--- src/sv/clnb_pkg.sv ---
package clnb_pkg;

	// field and register widths
	localparam int OP_W     = 3;
	localparam int BYTE_W   = 8;
	localparam int LINE_W   = 2;
	localparam int OFFS_W   = 8;
	localparam int CFG_W    = 7;
	localparam int CFG_IDX_W = 1;
	localparam int NIB_W    = 4;
	localparam int HOLD_W   = 17;
	localparam int PHASE_W  = 4;
	localparam int INIT_W   = 3;

	// job queue between front and back
	localparam int QDEPTH = 4;
	localparam int QAW    = 2;

	// command codes
	localparam logic [OP_W-1:0] OP_INIT       = 3'd0;
	localparam logic [OP_W-1:0] OP_WR_INSTR   = 3'd1;
	localparam logic [OP_W-1:0] OP_WR_DATA    = 3'd2;
	localparam logic [OP_W-1:0] OP_SAMPLE     = 3'd3;
	localparam logic [OP_W-1:0] OP_SET_CURSOR = 3'd4;

	// register indexes and reset values
	localparam logic [CFG_IDX_W-1:0] CFG_LINE_TWO_BASE = 1'b0;
	localparam logic [CFG_IDX_W-1:0] CFG_LINE_WIDTH    = 1'b1;
	localparam logic [CFG_W-1:0]     LINE_TWO_BASE_RST = 7'h40;
	localparam logic [CFG_W-1:0]     LINE_WIDTH_RST    = 7'd16;

	// controller constants
	localparam logic [NIB_W-1:0]  FUNC_RESET_NIB = 4'h3;
	localparam logic [NIB_W-1:0]  FUNC_4BIT_NIB  = 4'h2;
	localparam logic [BYTE_W-1:0] SET_DDRAM      = 8'h80;
	localparam logic [INIT_W-1:0] INIT_COUNT     = 3'd5;

	// phase hold times in microseconds
	localparam logic [HOLD_W-1:0] HOLD_POWER_UP = 17'd100000;
	localparam logic [HOLD_W-1:0] HOLD_RESET1   = 17'd10001;
	localparam logic [HOLD_W-1:0] HOLD_RESET2   = 17'd201;
	localparam logic [HOLD_W-1:0] HOLD_RESET3   = 17'd81;
	localparam logic [HOLD_W-1:0] HOLD_SHORT    = 17'd1;

	typedef enum logic [2:0] {
		JOB_ERR,
		JOB_INIT,
		JOB_START,
		JOB_POLL_BUSY,
		JOB_POLL_CLEAR
	} job_kind_t;

	// one classified item as handed to the back end
	typedef struct packed {
		job_kind_t         kind;
		logic [BYTE_W-1:0] wr_byte;
		logic              rs;
		logic              tail;
	} job_t;

	// one pin phase
	typedef struct packed {
		logic [NIB_W-1:0]  nib;
		logic              rs;
		logic              rw;
		logic              e;
		logic              d7in;
		logic [HOLD_W-1:0] hold;
		logic              samp;
		logic              err;
		logic              last;
	} phase_t;

	// instructions queued by init, in send order
	function automatic logic [BYTE_W-1:0] init_instr(input logic [INIT_W-1:0] i);
		logic [BYTE_W-1:0] r;
		unique case (i)
			3'd0: r = 8'h28;
			3'd1: r = 8'h08;
			3'd2: r = 8'h01;
			3'd3: r = 8'h06;
			3'd4: r = 8'h0C;
			default: r = 8'h00;
		endcase
		return r;
	endfunction

endpackage

--- src/sv/clnb_front.sv ---
module clnb_front (
	input  logic                           clk,
	input  logic                           arst_n,
	input  logic                           in_valid,
	output logic                           in_stall,
	input  logic [clnb_pkg::OP_W-1:0]      op,
	input  logic [clnb_pkg::BYTE_W-1:0]    value,
	input  logic [clnb_pkg::LINE_W-1:0]    line,
	input  logic [clnb_pkg::OFFS_W-1:0]    offset,
	input  logic                           busy_req,
	input  logic                           cfg_we,
	input  logic [clnb_pkg::CFG_IDX_W-1:0] cfg_index,
	input  logic [clnb_pkg::CFG_W-1:0]     cfg_data,
	input  logic                           q_full,
	output logic                           push,
	output clnb_pkg::job_t                 push_job
);
	import clnb_pkg::*;

	logic [CFG_W-1:0]    base_q;
	logic [CFG_W-1:0]    width_q;
	logic                await_q;
	logic [BYTE_W-1:0]   pend_q;
	logic                pend_data_q;
	logic [INIT_W-1:0]   init_rem_q;

	logic                nxt_await;
	logic [BYTE_W-1:0]   nxt_pend;
	logic                nxt_data;
	logic [INIT_W-1:0]   nxt_rem;
	logic [INIT_W-1:0]   rem_m1;
	logic                bad;
	logic                in_range;
	logic [CFG_W-1:0]    pos;
	job_t                job;

	assign in_stall = q_full;
	assign push     = in_valid && !q_full;
	assign push_job = job;

	// cursor address from line and offset
	always_comb begin
		in_range = offset < {1'b0, width_q};
		pos = '0;
		if (in_range && line == 2'd1)
			pos = offset[CFG_W-1:0];
		else if (in_range && line == 2'd2)
			pos = base_q + offset[CFG_W-1:0];
	end

	// classify the item and work out the next state
	always_comb begin
		job       = '{kind: JOB_ERR, wr_byte: '0, rs: 1'b0, tail: 1'b0};
		nxt_await = await_q;
		nxt_pend  = pend_q;
		nxt_data  = pend_data_q;
		nxt_rem   = init_rem_q;
		rem_m1    = init_rem_q - 3'd1;
		bad = (op > OP_SET_CURSOR) || ((op == OP_SAMPLE) ? !await_q : await_q);
		if (!bad) begin
			unique case (op)
				OP_INIT: begin
					job.kind  = JOB_INIT;
					nxt_rem   = INIT_COUNT;
					nxt_pend  = init_instr(3'd0);
					nxt_data  = 1'b0;
					nxt_await = 1'b1;
				end
				OP_WR_INSTR, OP_WR_DATA: begin
					job.kind  = JOB_START;
					nxt_pend  = value;
					nxt_data  = (op == OP_WR_DATA);
					nxt_await = 1'b1;
				end
				OP_SET_CURSOR: begin
					job.kind  = JOB_START;
					nxt_pend  = SET_DDRAM | {1'b0, pos};
					nxt_data  = 1'b0;
					nxt_await = 1'b1;
				end
				OP_SAMPLE: begin
					if (busy_req) begin
						job.kind = JOB_POLL_BUSY;
					end else begin
						job.kind    = JOB_POLL_CLEAR;
						job.wr_byte = pend_q;
						job.rs      = pend_data_q;
						nxt_await   = 1'b0;
						if (init_rem_q != '0) begin
							if (rem_m1 != '0) begin
								job.tail  = 1'b1;
								nxt_await = 1'b1;
								nxt_pend  = init_instr(INIT_COUNT - rem_m1);
								nxt_data  = 1'b0;
								nxt_rem   = rem_m1;
							end else begin
								nxt_rem = '0;
							end
						end
					end
				end
				default: job.kind = JOB_ERR;
			endcase
		end
	end

	// configuration registers
	always_ff @(posedge clk or negedge arst_n) begin
		if (!arst_n) begin
			base_q  <= LINE_TWO_BASE_RST;
			width_q <= LINE_WIDTH_RST;
		end else if (cfg_we) begin
			unique case (cfg_index)
				CFG_LINE_TWO_BASE: base_q  <= cfg_data;
				CFG_LINE_WIDTH:    width_q <= cfg_data;
				default: ;
			endcase
		end
	end

	// poll and init state, updated when an item is taken
	always_ff @(posedge clk or negedge arst_n) begin
		if (!arst_n) begin
			await_q     <= 1'b0;
			pend_q      <= '0;
			pend_data_q <= 1'b0;
			init_rem_q  <= '0;
		end else if (push) begin
			await_q     <= nxt_await;
			pend_q      <= nxt_pend;
			pend_data_q <= nxt_data;
			init_rem_q  <= nxt_rem;
		end
	end

endmodule

--- src/sv/clnb_queue.sv ---
module clnb_queue (
	input  logic           clk,
	input  logic           arst_n,
	input  logic           push,
	input  clnb_pkg::job_t push_job,
	output logic           full,
	input  logic           pop,
	output logic           head_valid,
	output clnb_pkg::job_t head
);
	import clnb_pkg::*;

	job_t           mem_q [QDEPTH];
	logic [QAW-1:0] wr_ptr_q;
	logic [QAW-1:0] rd_ptr_q;
	logic [QAW:0]   cnt_q;

	assign full       = (cnt_q == QDEPTH[QAW:0]);
	assign head_valid = (cnt_q != '0);
	assign head       = mem_q[rd_ptr_q];

	// job storage
	always_ff @(posedge clk) begin
		if (push)
			mem_q[wr_ptr_q] <= push_job;
	end

	// pointers and fill count
	always_ff @(posedge clk or negedge arst_n) begin
		if (!arst_n) begin
			wr_ptr_q <= '0;
			rd_ptr_q <= '0;
			cnt_q    <= '0;
		end else begin
			if (push)
				wr_ptr_q <= wr_ptr_q + 1'b1;
			if (pop)
				rd_ptr_q <= rd_ptr_q + 1'b1;
			if (push && !pop)
				cnt_q <= cnt_q + 1'b1;
			else if (pop && !push)
				cnt_q <= cnt_q - 1'b1;
		end
	end

endmodule

--- src/sv/clnb_back.sv ---
module clnb_back (
	input  logic             clk,
	input  logic             arst_n,
	input  logic             head_valid,
	input  clnb_pkg::job_t   head,
	output logic             pop,
	output logic             out_valid,
	input  logic             out_stall,
	output clnb_pkg::phase_t out_phase
);
	import clnb_pkg::*;

	logic [PHASE_W-1:0] idx_q;
	logic               out_valid_q;
	phase_t             out_q;
	phase_t             ph;
	logic               load;

	function automatic phase_t wr_ph(input logic [NIB_W-1:0] nib, input logic rs,
	                                 input logic e, input logic [HOLD_W-1:0] hold);
		phase_t p;
		p      = '0;
		p.nib  = nib;
		p.rs   = rs;
		p.e    = e;
		p.hold = hold;
		return p;
	endfunction

	function automatic phase_t rd_ph(input logic e, input logic samp);
		phase_t p;
		p      = '0;
		p.rw   = 1'b1;
		p.e    = e;
		p.d7in = 1'b1;
		p.hold = HOLD_SHORT;
		p.samp = samp;
		return p;
	endfunction

	// pin phase number i of a job
	function automatic phase_t phase_of(input job_t j, input logic [PHASE_W-1:0] i);
		phase_t p;
		logic   fin;
		p   = '0;
		fin = 1'b0;
		unique case (j.kind)
			JOB_ERR: begin
				p.err = 1'b1;
				fin   = 1'b1;
			end
			JOB_INIT: begin
				unique case (i)
					4'd0:             p.hold = HOLD_POWER_UP;
					4'd1, 4'd3, 4'd5: p = wr_ph(FUNC_RESET_NIB, 1'b0, 1'b1, HOLD_SHORT);
					4'd2:             p = wr_ph(FUNC_RESET_NIB, 1'b0, 1'b0, HOLD_RESET1);
					4'd4:             p = wr_ph(FUNC_RESET_NIB, 1'b0, 1'b0, HOLD_RESET2);
					4'd6:             p = wr_ph(FUNC_RESET_NIB, 1'b0, 1'b0, HOLD_RESET3);
					4'd7:             p = wr_ph(FUNC_4BIT_NIB, 1'b0, 1'b1, HOLD_SHORT);
					4'd8:             p = wr_ph(FUNC_4BIT_NIB, 1'b0, 1'b0, HOLD_SHORT);
					default:          p = rd_ph(1'b1, 1'b1);
				endcase
				fin = (i == 4'd9);
			end
			JOB_START: begin
				p   = rd_ph(1'b1, 1'b1);
				fin = 1'b1;
			end
			JOB_POLL_BUSY: begin
				unique case (i)
					4'd0, 4'd2: p = rd_ph(1'b0, 1'b0);
					4'd1:       p = rd_ph(1'b1, 1'b0);
					default:    p = rd_ph(1'b1, 1'b1);
				endcase
				fin = (i == 4'd3);
			end
			JOB_POLL_CLEAR: begin
				unique case (i)
					4'd0, 4'd2: p = rd_ph(1'b0, 1'b0);
					4'd1:       p = rd_ph(1'b1, 1'b0);
					4'd3:       p = wr_ph(j.wr_byte[7:4], j.rs, 1'b1, HOLD_SHORT);
					4'd4:       p = wr_ph(j.wr_byte[7:4], j.rs, 1'b0, HOLD_SHORT);
					4'd5:       p = wr_ph(j.wr_byte[3:0], j.rs, 1'b1, HOLD_SHORT);
					4'd6:       p = wr_ph(j.wr_byte[3:0], j.rs, 1'b0, HOLD_SHORT);
					default:    p = rd_ph(1'b1, 1'b1);
				endcase
				fin = j.tail ? (i == 4'd7) : (i == 4'd6);
			end
			default: begin
				p.err = 1'b1;
				fin   = 1'b1;
			end
		endcase
		p.last = fin;
		return p;
	endfunction

	assign ph        = phase_of(head, idx_q);
	assign load      = head_valid && (!out_valid_q || !out_stall);
	assign pop       = load && ph.last;
	assign out_valid = out_valid_q;
	assign out_phase = out_q;

	// phase sequencer and output register
	always_ff @(posedge clk or negedge arst_n) begin
		if (!arst_n) begin
			idx_q       <= '0;
			out_valid_q <= 1'b0;
		end else if (load) begin
			idx_q       <= ph.last ? '0 : idx_q + 1'b1;
			out_valid_q <= 1'b1;
		end else if (!out_stall) begin
			out_valid_q <= 1'b0;
		end
	end

	// phase payload
	always_ff @(posedge clk) begin
		if (load)
			out_q <= ph;
	end

endmodule

--- src/sv/char_lcd_nibble_interface_top.sv ---
// Character LCD driver for a 4-bit bus. Each accepted command turns into a run of pin
// phases (D7..D4, RS, RW, E, D7 direction, hold time in us, sample request) with last set
// on the final one: init gives 10, a write or set cursor gives 1 (the first busy sample),
// a busy answer gives 4 and a clear answer gives 7, or 8 when init still has an
// instruction queued. Rejected commands give a single error item. The front end takes
// one command per cycle while the queue has room, into a 4-entry job queue; the back end
// emits one phase per cycle unless out_stall holds it, and back-to-back commands are taken
// as long as the queue has room. Configuration is written only while the block is idle:
// the user is bound to this, and the block itself does not enforce it.
module char_lcd_nibble_interface_top (
	input  logic                           clk,
	input  logic                           arst_n,
	input  logic                           in_valid,
	output logic                           in_stall,
	input  logic [clnb_pkg::OP_W-1:0]      op,
	input  logic [clnb_pkg::BYTE_W-1:0]    value,
	input  logic [clnb_pkg::LINE_W-1:0]    line,
	input  logic [clnb_pkg::OFFS_W-1:0]    offset,
	input  logic                           busy_req,
	output logic                           out_valid,
	input  logic                           out_stall,
	output logic [clnb_pkg::NIB_W-1:0]     data_nibble,
	output logic                           register_select,
	output logic                           read_mode,
	output logic                           enable,
	output logic                           d7_input,
	output logic [clnb_pkg::HOLD_W-1:0]    hold_us,
	output logic                           sample_request,
	output logic                           error,
	output logic                           last,
	input  logic                           cfg_we,
	input  logic [clnb_pkg::CFG_IDX_W-1:0] cfg_index,
	input  logic [clnb_pkg::CFG_W-1:0]     cfg_data
);
	import clnb_pkg::*;

	logic   q_full;
	logic   push;
	job_t   push_job;
	logic   pop;
	logic   head_valid;
	job_t   head;
	phase_t phase;

	// command classification and poll state
	clnb_front u_front (
		.clk      (clk),
		.arst_n   (arst_n),
		.in_valid (in_valid),
		.in_stall (in_stall),
		.op       (op),
		.value    (value),
		.line     (line),
		.offset   (offset),
		.busy_req (busy_req),
		.cfg_we   (cfg_we),
		.cfg_index(cfg_index),
		.cfg_data (cfg_data),
		.q_full   (q_full),
		.push     (push),
		.push_job (push_job)
	);

	// job queue
	clnb_queue u_queue (
		.clk       (clk),
		.arst_n    (arst_n),
		.push      (push),
		.push_job  (push_job),
		.full      (q_full),
		.pop       (pop),
		.head_valid(head_valid),
		.head      (head)
	);

	// phase sequencer
	clnb_back u_back (
		.clk       (clk),
		.arst_n    (arst_n),
		.head_valid(head_valid),
		.head      (head),
		.pop       (pop),
		.out_valid (out_valid),
		.out_stall (out_stall),
		.out_phase (phase)
	);

	// output fields
	assign data_nibble     = phase.nib;
	assign register_select = phase.rs;
	assign read_mode       = phase.rw;
	assign enable          = phase.e;
	assign d7_input        = phase.d7in;
	assign hold_us         = phase.hold;
	assign sample_request  = phase.samp;
	assign error           = phase.err;
	assign last            = phase.last;

	// an error item always closes its command
	a_err_last: assert property (@(posedge clk) disable iff (!arst_n)
		out_valid && error |-> last)
		else $error("error item without last");

	// read phases release D7 and drive no data
	a_read_phase: assert property (@(posedge clk) disable iff (!arst_n)
		out_valid && read_mode |-> d7_input && data_nibble == '0 && !register_select)
		else $error("bad read phase");

	// a busy sample is asked for only with E high in read mode, and it ends the command
	a_sample: assert property (@(posedge clk) disable iff (!arst_n)
		out_valid && sample_request |-> read_mode && enable && last)
		else $error("bad sample phase");

	// the queue never takes a job while full
	a_no_overflow: assert property (@(posedge clk) disable iff (!arst_n)
		push |-> !q_full)
		else $error("job queue overflow");

endmodule
--- config.mk ---
export PLATFORM = sky130hd
export DESIGN_NAME = char_lcd_nibble_interface_top
export DESIGN_NICKNAME = d
export VERILOG_FILES = /design/src/sv/clnb_pkg.sv /design/src/sv/clnb_front.sv /design/src/sv/clnb_queue.sv /design/src/sv/clnb_back.sv /design/src/sv/char_lcd_nibble_interface_top.sv
export SDC_FILE = /design/constraint.sdc
export NUM_CORES = 1
export LEC_CHECK = 0
export CORE_MARGIN = 3
export CORE_UTILIZATION = 65
export DETAILED_ROUTE_END_ITERATION = 8
export DONT_BUFFER_PORTS = 1
export PLACE_DENSITY = 0.81
export SLEW_MARGIN = 20
export SYNTH_ARGS = -nofsm -noshare
export SYNTH_HDL_FRONTEND = slang
export SYNTH_SLANG_ARGS = --single-unit
--- constraint.sdc ---
create_clock -name clk -period 6.2 [get_ports clk]
set_clock_uncertainty 0.2 [all_clocks]
set_input_delay 0.31 -clock clk [delete_from_list [all_inputs] [get_ports clk]]
set_output_delay 0.31 -clock clk [all_outputs]
set_load 0.005 [all_outputs]
== Yosys cells after proc, flatten, opt, wreduce, memory -nomap -nowiden ==
Memory sizes are Yosys's and may differ from the RTL's.
Index checks and enable logic that the tools add are counted.

* Register bits: 67
* Memory bits (writable): 52
* Input port bits: 35
* Output and inout bits: 30
* Logic and storage cells: 142
* Memories: 1

* $add $sub $neg: 8
* Magnitude comparators: 2
* Equality and inequality tests: 28
* Mux-type cells: 41
* Bitwise logic cells: 2
* Reduce and logical (&&, ||, !) cells: 40

{| class="wikitable"
|+ Memories
! memory !! depth !! bits a word !! rd ports !! clocked after Yosys merged registers in !! wr ports !! line !! text
|-
| u_queue.mem_q || 4 || 13 || 1 || 0 || 1 || clnb_queue.sv:13 || <nowiki>job_t mem_q [QDEPTH];</nowiki>
|}

{| class="wikitable"
|+ Operators with widths
! cell !! number
|-
| $pmux 28 s6 || 1
|-
| $pmux 26 s4 || 1
|-
| $pmux 17 s4 || 1
|-
| $pmux 6 s5 || 2
|-
| $pmux 22 s2 || 1
|-
| $pmux 8 s4 || 1
|-
| $mux 8 || 3
|-
| $mux 3 || 7
|-
| $mux 10 || 2
|-
| $eq 3x2->1 const B || 6
|-
| $eq 4x3->1 const B || 4
|-
| $mux 7 || 2
|-
| $mux 13 || 1
|-
| $eq 3x3->1 const B || 4
|-
| $mux 1 || 12
|-
| $reduce_and 6->1 || 2
|-
| $reduce_bool 3->1 || 4
|-
| $eq 3x1->1 const B || 3
|-
| $pmux 3 s3 || 1
|-
| $reduce_or 3->1 || 3
|-
| $reduce_or 9->1 || 1
|-
| $eq 4x2->1 const B || 2
|-
| $eq 4x4->1 const B || 2
|-
| $lt 8x7->1 || 1
|-
| other kinds (30) || 54
|}

== Logic depth before layout (Yosys ltp) ==
* Depth in word-level cells: 8
* Gate-level depth with buffers: 13
* Mapped depth without buffers: 13

== Hierarchy ==
Synthesis repeated with hierarchy kept, for this count alone.

* Cell total of the unflattened synthesis: 456
* Area total of the unflattened synthesis: 5784.3 µm²

{| class="wikitable"
|+ Modules (own cells, without submodules)
! module !! times used !! cells each !! area each (µm²) !! sequential area each (µm²)
|-
| clnb_queue || 1 || 102 || 2301.0 || 1736.7
|-
| clnb_front || 1 || 219 || 2063.2 || 678.2
|-
| clnb_back || 1 || 135 || 1420.1 || 665.6
|}

== Least setup slack after synthesis ==
OpenSTA, ideal clock, no wires.

* Kind: register to register
* From: reg u_queue.rd_ptr_q[0]
* To: reg u_queue.cnt_q[2]
* Setup time: 0.079 ns
* Data arrival time: 2.656 ns
* Data required time: 5.921 ns
* Slack: 3.265 ns
* Stages on the path, launching flop included: 14
* Path buffers: 2
* Clock period less this slack: 2.935 ns
* Path through: dfrtp_1 buf_6 mux4_2 buf_6 nand2b_4 a311oi_2 a21oi_2 nand2_1 ha_1 inv_1 fa_1 xor2_1 nor2_1 xor2_1

{| class="wikitable"
|+ RTL lines
! item !! line !! text
|-
| from (decl) || clnb_queue.sv:15 || <nowiki>logic [QAW-1:0] rd_ptr_q;</nowiki>
|-
| from (signal assigned) || clnb_queue.sv:38 || <nowiki>rd_ptr_q <= rd_ptr_q + 1'b1;</nowiki>
|-
| to (signal assigned) || clnb_queue.sv:40 || <nowiki>cnt_q <= cnt_q + 1'b1;</nowiki>
|-
| to (signal assigned) || clnb_queue.sv:42 || <nowiki>cnt_q <= cnt_q - 1'b1;</nowiki>
|-
| to (decl) || clnb_queue.sv:16 || <nowiki>logic [QAW:0] cnt_q;</nowiki>
|}

==> results.sh <==
export IMPL_rsz0062_at_grt="false"
export IMPL_worstMarginPinSlew_ps=856
export IMPL_gr_total_overflow=0
export IMPL_grt_max_degree=40
export IMPL_ios=65
export IMPL_grt_pass1_wl_mm=17.3
export IMPL_finalMaxSlewViolations=0
export IMPL_yosysWarnings=0
export IMPL_final_common_cell="edfxtp_1"
export IMPL_clock_sinks=109
export IMPL_finalWeightedCongestion=0.937
export IMPL_required_ps=6290
export IMPL_die_height_um=98.5
export IMPL_seqPwrFrac_pct=47.8
export IMPL_synth_area_per_cell_um2=12.4
export IMPL_port_buffers=0
export IMPL_tns_ps=0
export IMPL_met1_length_mm=4.06
export IMPL_fin_crit_sh_pct=61.4
export IMPL_hold_class="input port to register"
export IMPL_dr_total_vias=3555
export IMPL_p_clk_share_pct=18.3
export IMPL_critPathMaxFanout=15
export IMPL_endpoint_kind="register"
export IMPL_power_density_nw_per_um2=408
export IMPL_antenna_found_initial=0
export IMPL_max_slew_margin_pct=42.9
export IMPL_min_to="u_front.pend_q[4]$_DFFE_PN0P_"
export IMPL_ys_flop_type="edfxtp_1"
export IMPL_first_pass_iters=5
export IMPL_layout_common_cells="70 x edfxtp_1, 37 x dfrtp_1, 35 x nand2_1"
export IMPL_start_util_pct=67.3
export IMPL_synth_cell_type_count=65
export IMPL_clock_fmax_mhz=263
export IMPL_final_cells=568
export IMPL_coreArea_um2=8260
export IMPL_finalSetupViolations=0
export IMPL_n_antenna_cell=0
export IMPL_worstReg2RegEnd="u_queue.cnt_q[2]$_DFFE_PN0P_"
export IMPL_die_w_um=98.5
export IMPL_p_sw_mw=0.862
export IMPL_drv_cap=0
export IMPL_startpoint="u_queue.rd_ptr_q[0]$_DFFE_PN0P_"
export IMPL_worst_ep_arrival_time_ps=3900
export IMPL_vdd_drop_max_uv=202
export IMPL_std_cell_rows=33
export IMPL_cts_tree="built"
export IMPL_syn_inst=449
export IMPL_wl_met2_mm=5.74
export IMPL_leakage_nw=2.35
export IMPL_drc_errors=0
export IMPL_final_area_um2=6000
export IMPL_wire_per_inst_um=18.6
export IMPL_clockBufferDepth=2
export IMPL_async_flop_share_pct=35.8
export IMPL_r2r_slack_ps=2390
export IMPL_layout_nets=521
export IMPL_drtIter0Drc=211
export IMPL_die_area_um2=9700
export IMPL_top_layer_used="met4"
export IMPL_synth_edf_count=70
export IMPL_min_period_ps=3810
export IMPL_worst_r2r_cell_count=11
export IMPL_status="finished, final reports clean"
export IMPL_swShare_pct=35.2
export IMPL_track_usage_pct=22.6
export IMPL_place_area_um2=5560
export IMPL_critPathLaunchType="register"
export IMPL_r2r_start="u_queue.rd_ptr_q[0]$_DFFE_PN0P_"
export IMPL_area_delta_synth_final_pct=7.88
export IMPL_clkTransAtPathRegs_ps=110
export IMPL_ys_seq_elements=109
export IMPL_cts_setup_buffers=0
export IMPL_routed_wl_met3_um=602
export IMPL_p_total_mw=2.45
export IMPL_h_tree_depth=3
export IMPL_wl_mm=10.6
export IMPL_viasPerCell=6.26
export IMPL_crit_type="register to register"
export IMPL_drive_gt1_share_pct=11.2
export IMPL_hold_violations=0
export IMPL_root_buffer="clkbuf_8"
export IMPL_fill_cells=543
export IMPL_dp_cells=531
export IMPL_p_int_mw=1.59
export IMPL_whs_path_depth=2
export IMPL_yosysSeqAreaShare_pct=55.4
export IMPL_ant_nets=0
export IMPL_min_from="offset[4]"
export IMPL_grt_pass1_vias=3641
export IMPL_clkLatencyLatePin_ps=370
export IMPL_synth_area_um2=5560
export IMPL_pwr_share_comb_pct=33.9
export IMPL_dp_hpwl_mm=7.34
export IMPL_cts_made_buffers=9
-- how the worst max path moves through the flow --
stage                                   endpoint  slack [ps]  cells past startpoint
finish              u_queue.cnt_q[2]$_DFFE_PN0P_        2390                     11
global route        u_queue.cnt_q[2]$_DFFE_PN0P_        2140                     11
global placement    u_queue.cnt_q[2]$_DFFE_PN0P_        2600                     11
detailed placement  u_queue.cnt_q[2]$_DFFE_PN0P_        2410                     11
floorplan           u_queue.cnt_q[2]$_DFFE_PN0P_        3260                     13
CTS                 u_queue.cnt_q[2]$_DFFE_PN0P_        2370                     11
-- cells in the mapped netlist, types with 3 or more instances --
master    number  area (µm²)
edfxtp_1      70        2100
mux4_2        11         248
xnor2_1        7        61.3
a31oi_1        4        25.0
nor2b_1       10        62.6
o22ai_1        4        25.0
mux2_2        15         169
a22o_1         4        35.0
o21ai_0       20         100
inv_1         22        82.6
nand2b_1       3        18.8
dfrtp_1       37         926
nor3_1        13        65.1
a22oi_1        6        45.0
nand2_1       35         131
ha_1          26         325
and3_1         5        31.3
a21oi_1       22         110
clkbuf_1      14        52.6
buf_4         10        75.1
and2_1        17         106
nand3_1        4        20.0
a21o_1         3        22.5
nor2_1        23        86.3
xor2_1         7        61.3
or3_1          3        18.8
-- cell type report --
cell class,count,area [µm²],share of cell area (%)
multi-input cells,294,2270,37.8
clock buffers,11,141,2.36
flip-flops and latches,109,3080,51.4
inverters,22,82.6,1.38
repair buffers,22,228,3.80
clock inverters,5,67.6,1.13
well taps,105,131,2.19
-- repair_timing --
item / in CTS / in global routing
resized for setup: 0 / 0
setup endpoints to repair: 0 / 0
hold buffers: 19 / 2
hold endpoints to repair: 67 / 4
-- state kept, by name (all words and copies together) (netlist names) --
signal / count
u_queue.rd_ptr_q: 2
u_front.width_q: 7
u_back.idx_q: 4
u_front.base_q: 7
u_front.pend_q: 8
u_queue.wr_ptr_q: 2
u_queue.cnt_q: 3
u_front.pend_data_q: 1
u_back.out_valid: 1
u_front.init_rem_q: 3
u_queue.mem_q: 52
u_back.out_phase: 18
u_front.await_q: 1
-- metrics by stage --
| stage | setup slack (ps) | hold WS [ps] | utilization, % |
|---|---|---|---|
| after floorplan | 3260 | -186 | - |
| after global placement | 2600 | -185 | 67.3 |
| after detailed placement | 2410 | -185 | 67.3 |
| after CTS | 2370 | 23.2 | 72.3 |
| after global routing | 2140 | 14.4 | 72.6 |
| final | 2390 | 38.9 | 72.6 |
-- critical path, cell delays in order (launching register included) --
cell	delay, ps
dfrtp_1	920
mux4_2	720
nand2b_4	220
a311oi_2	330
a21oi_2	130
nand2_1	140
ha_1	220
inv_1	60
fa_1	370
xor2_1	150
nor2_1	110
xor2_1	140
-- routing by layer --
layer / GRT usage (%) / vias up
li1: - / 1661
met1: 26.0 / 1735
met4: 5.88 / 0
met2: 41.8 / 140
met5: 0 / -
met3: 5.80 / 19
-- kinds of logic (layout without fill, tap and decap cells) --
logic type / count (synthesis) / after routing / share of synthesized area (%)
adders and majority gates: 30 / 30 / 6.93
other: 1 / 5 / 0.0675
AOI/OAI and AO/OA: 91 / 91 / 10.9
and+or+nand+nor: 124 / 124 / 11.3
xor gates and xnor gates: 14 / 14 / 2.21
buffers and inverters: 50 / 60 / 4.37
muxes: 30 / 30 / 8.80
DFF: 109 / 109 / 55.4
-- power groups by stage --
stage | clock [mW] | sequential [mW] | combinational [mW]
after floorplan | 0 | 1.10 | 0.733
final | 0.448 | 1.17 | 0.830
after detailed placement | 0 | 1.19 | 0.803
after global placement | 0 | 1.17 | 0.759
after global routing | 0.484 | 1.20 | 0.914
after CTS | 0.453 | 1.17 | 0.825
(Power assumes the default switching activity.)
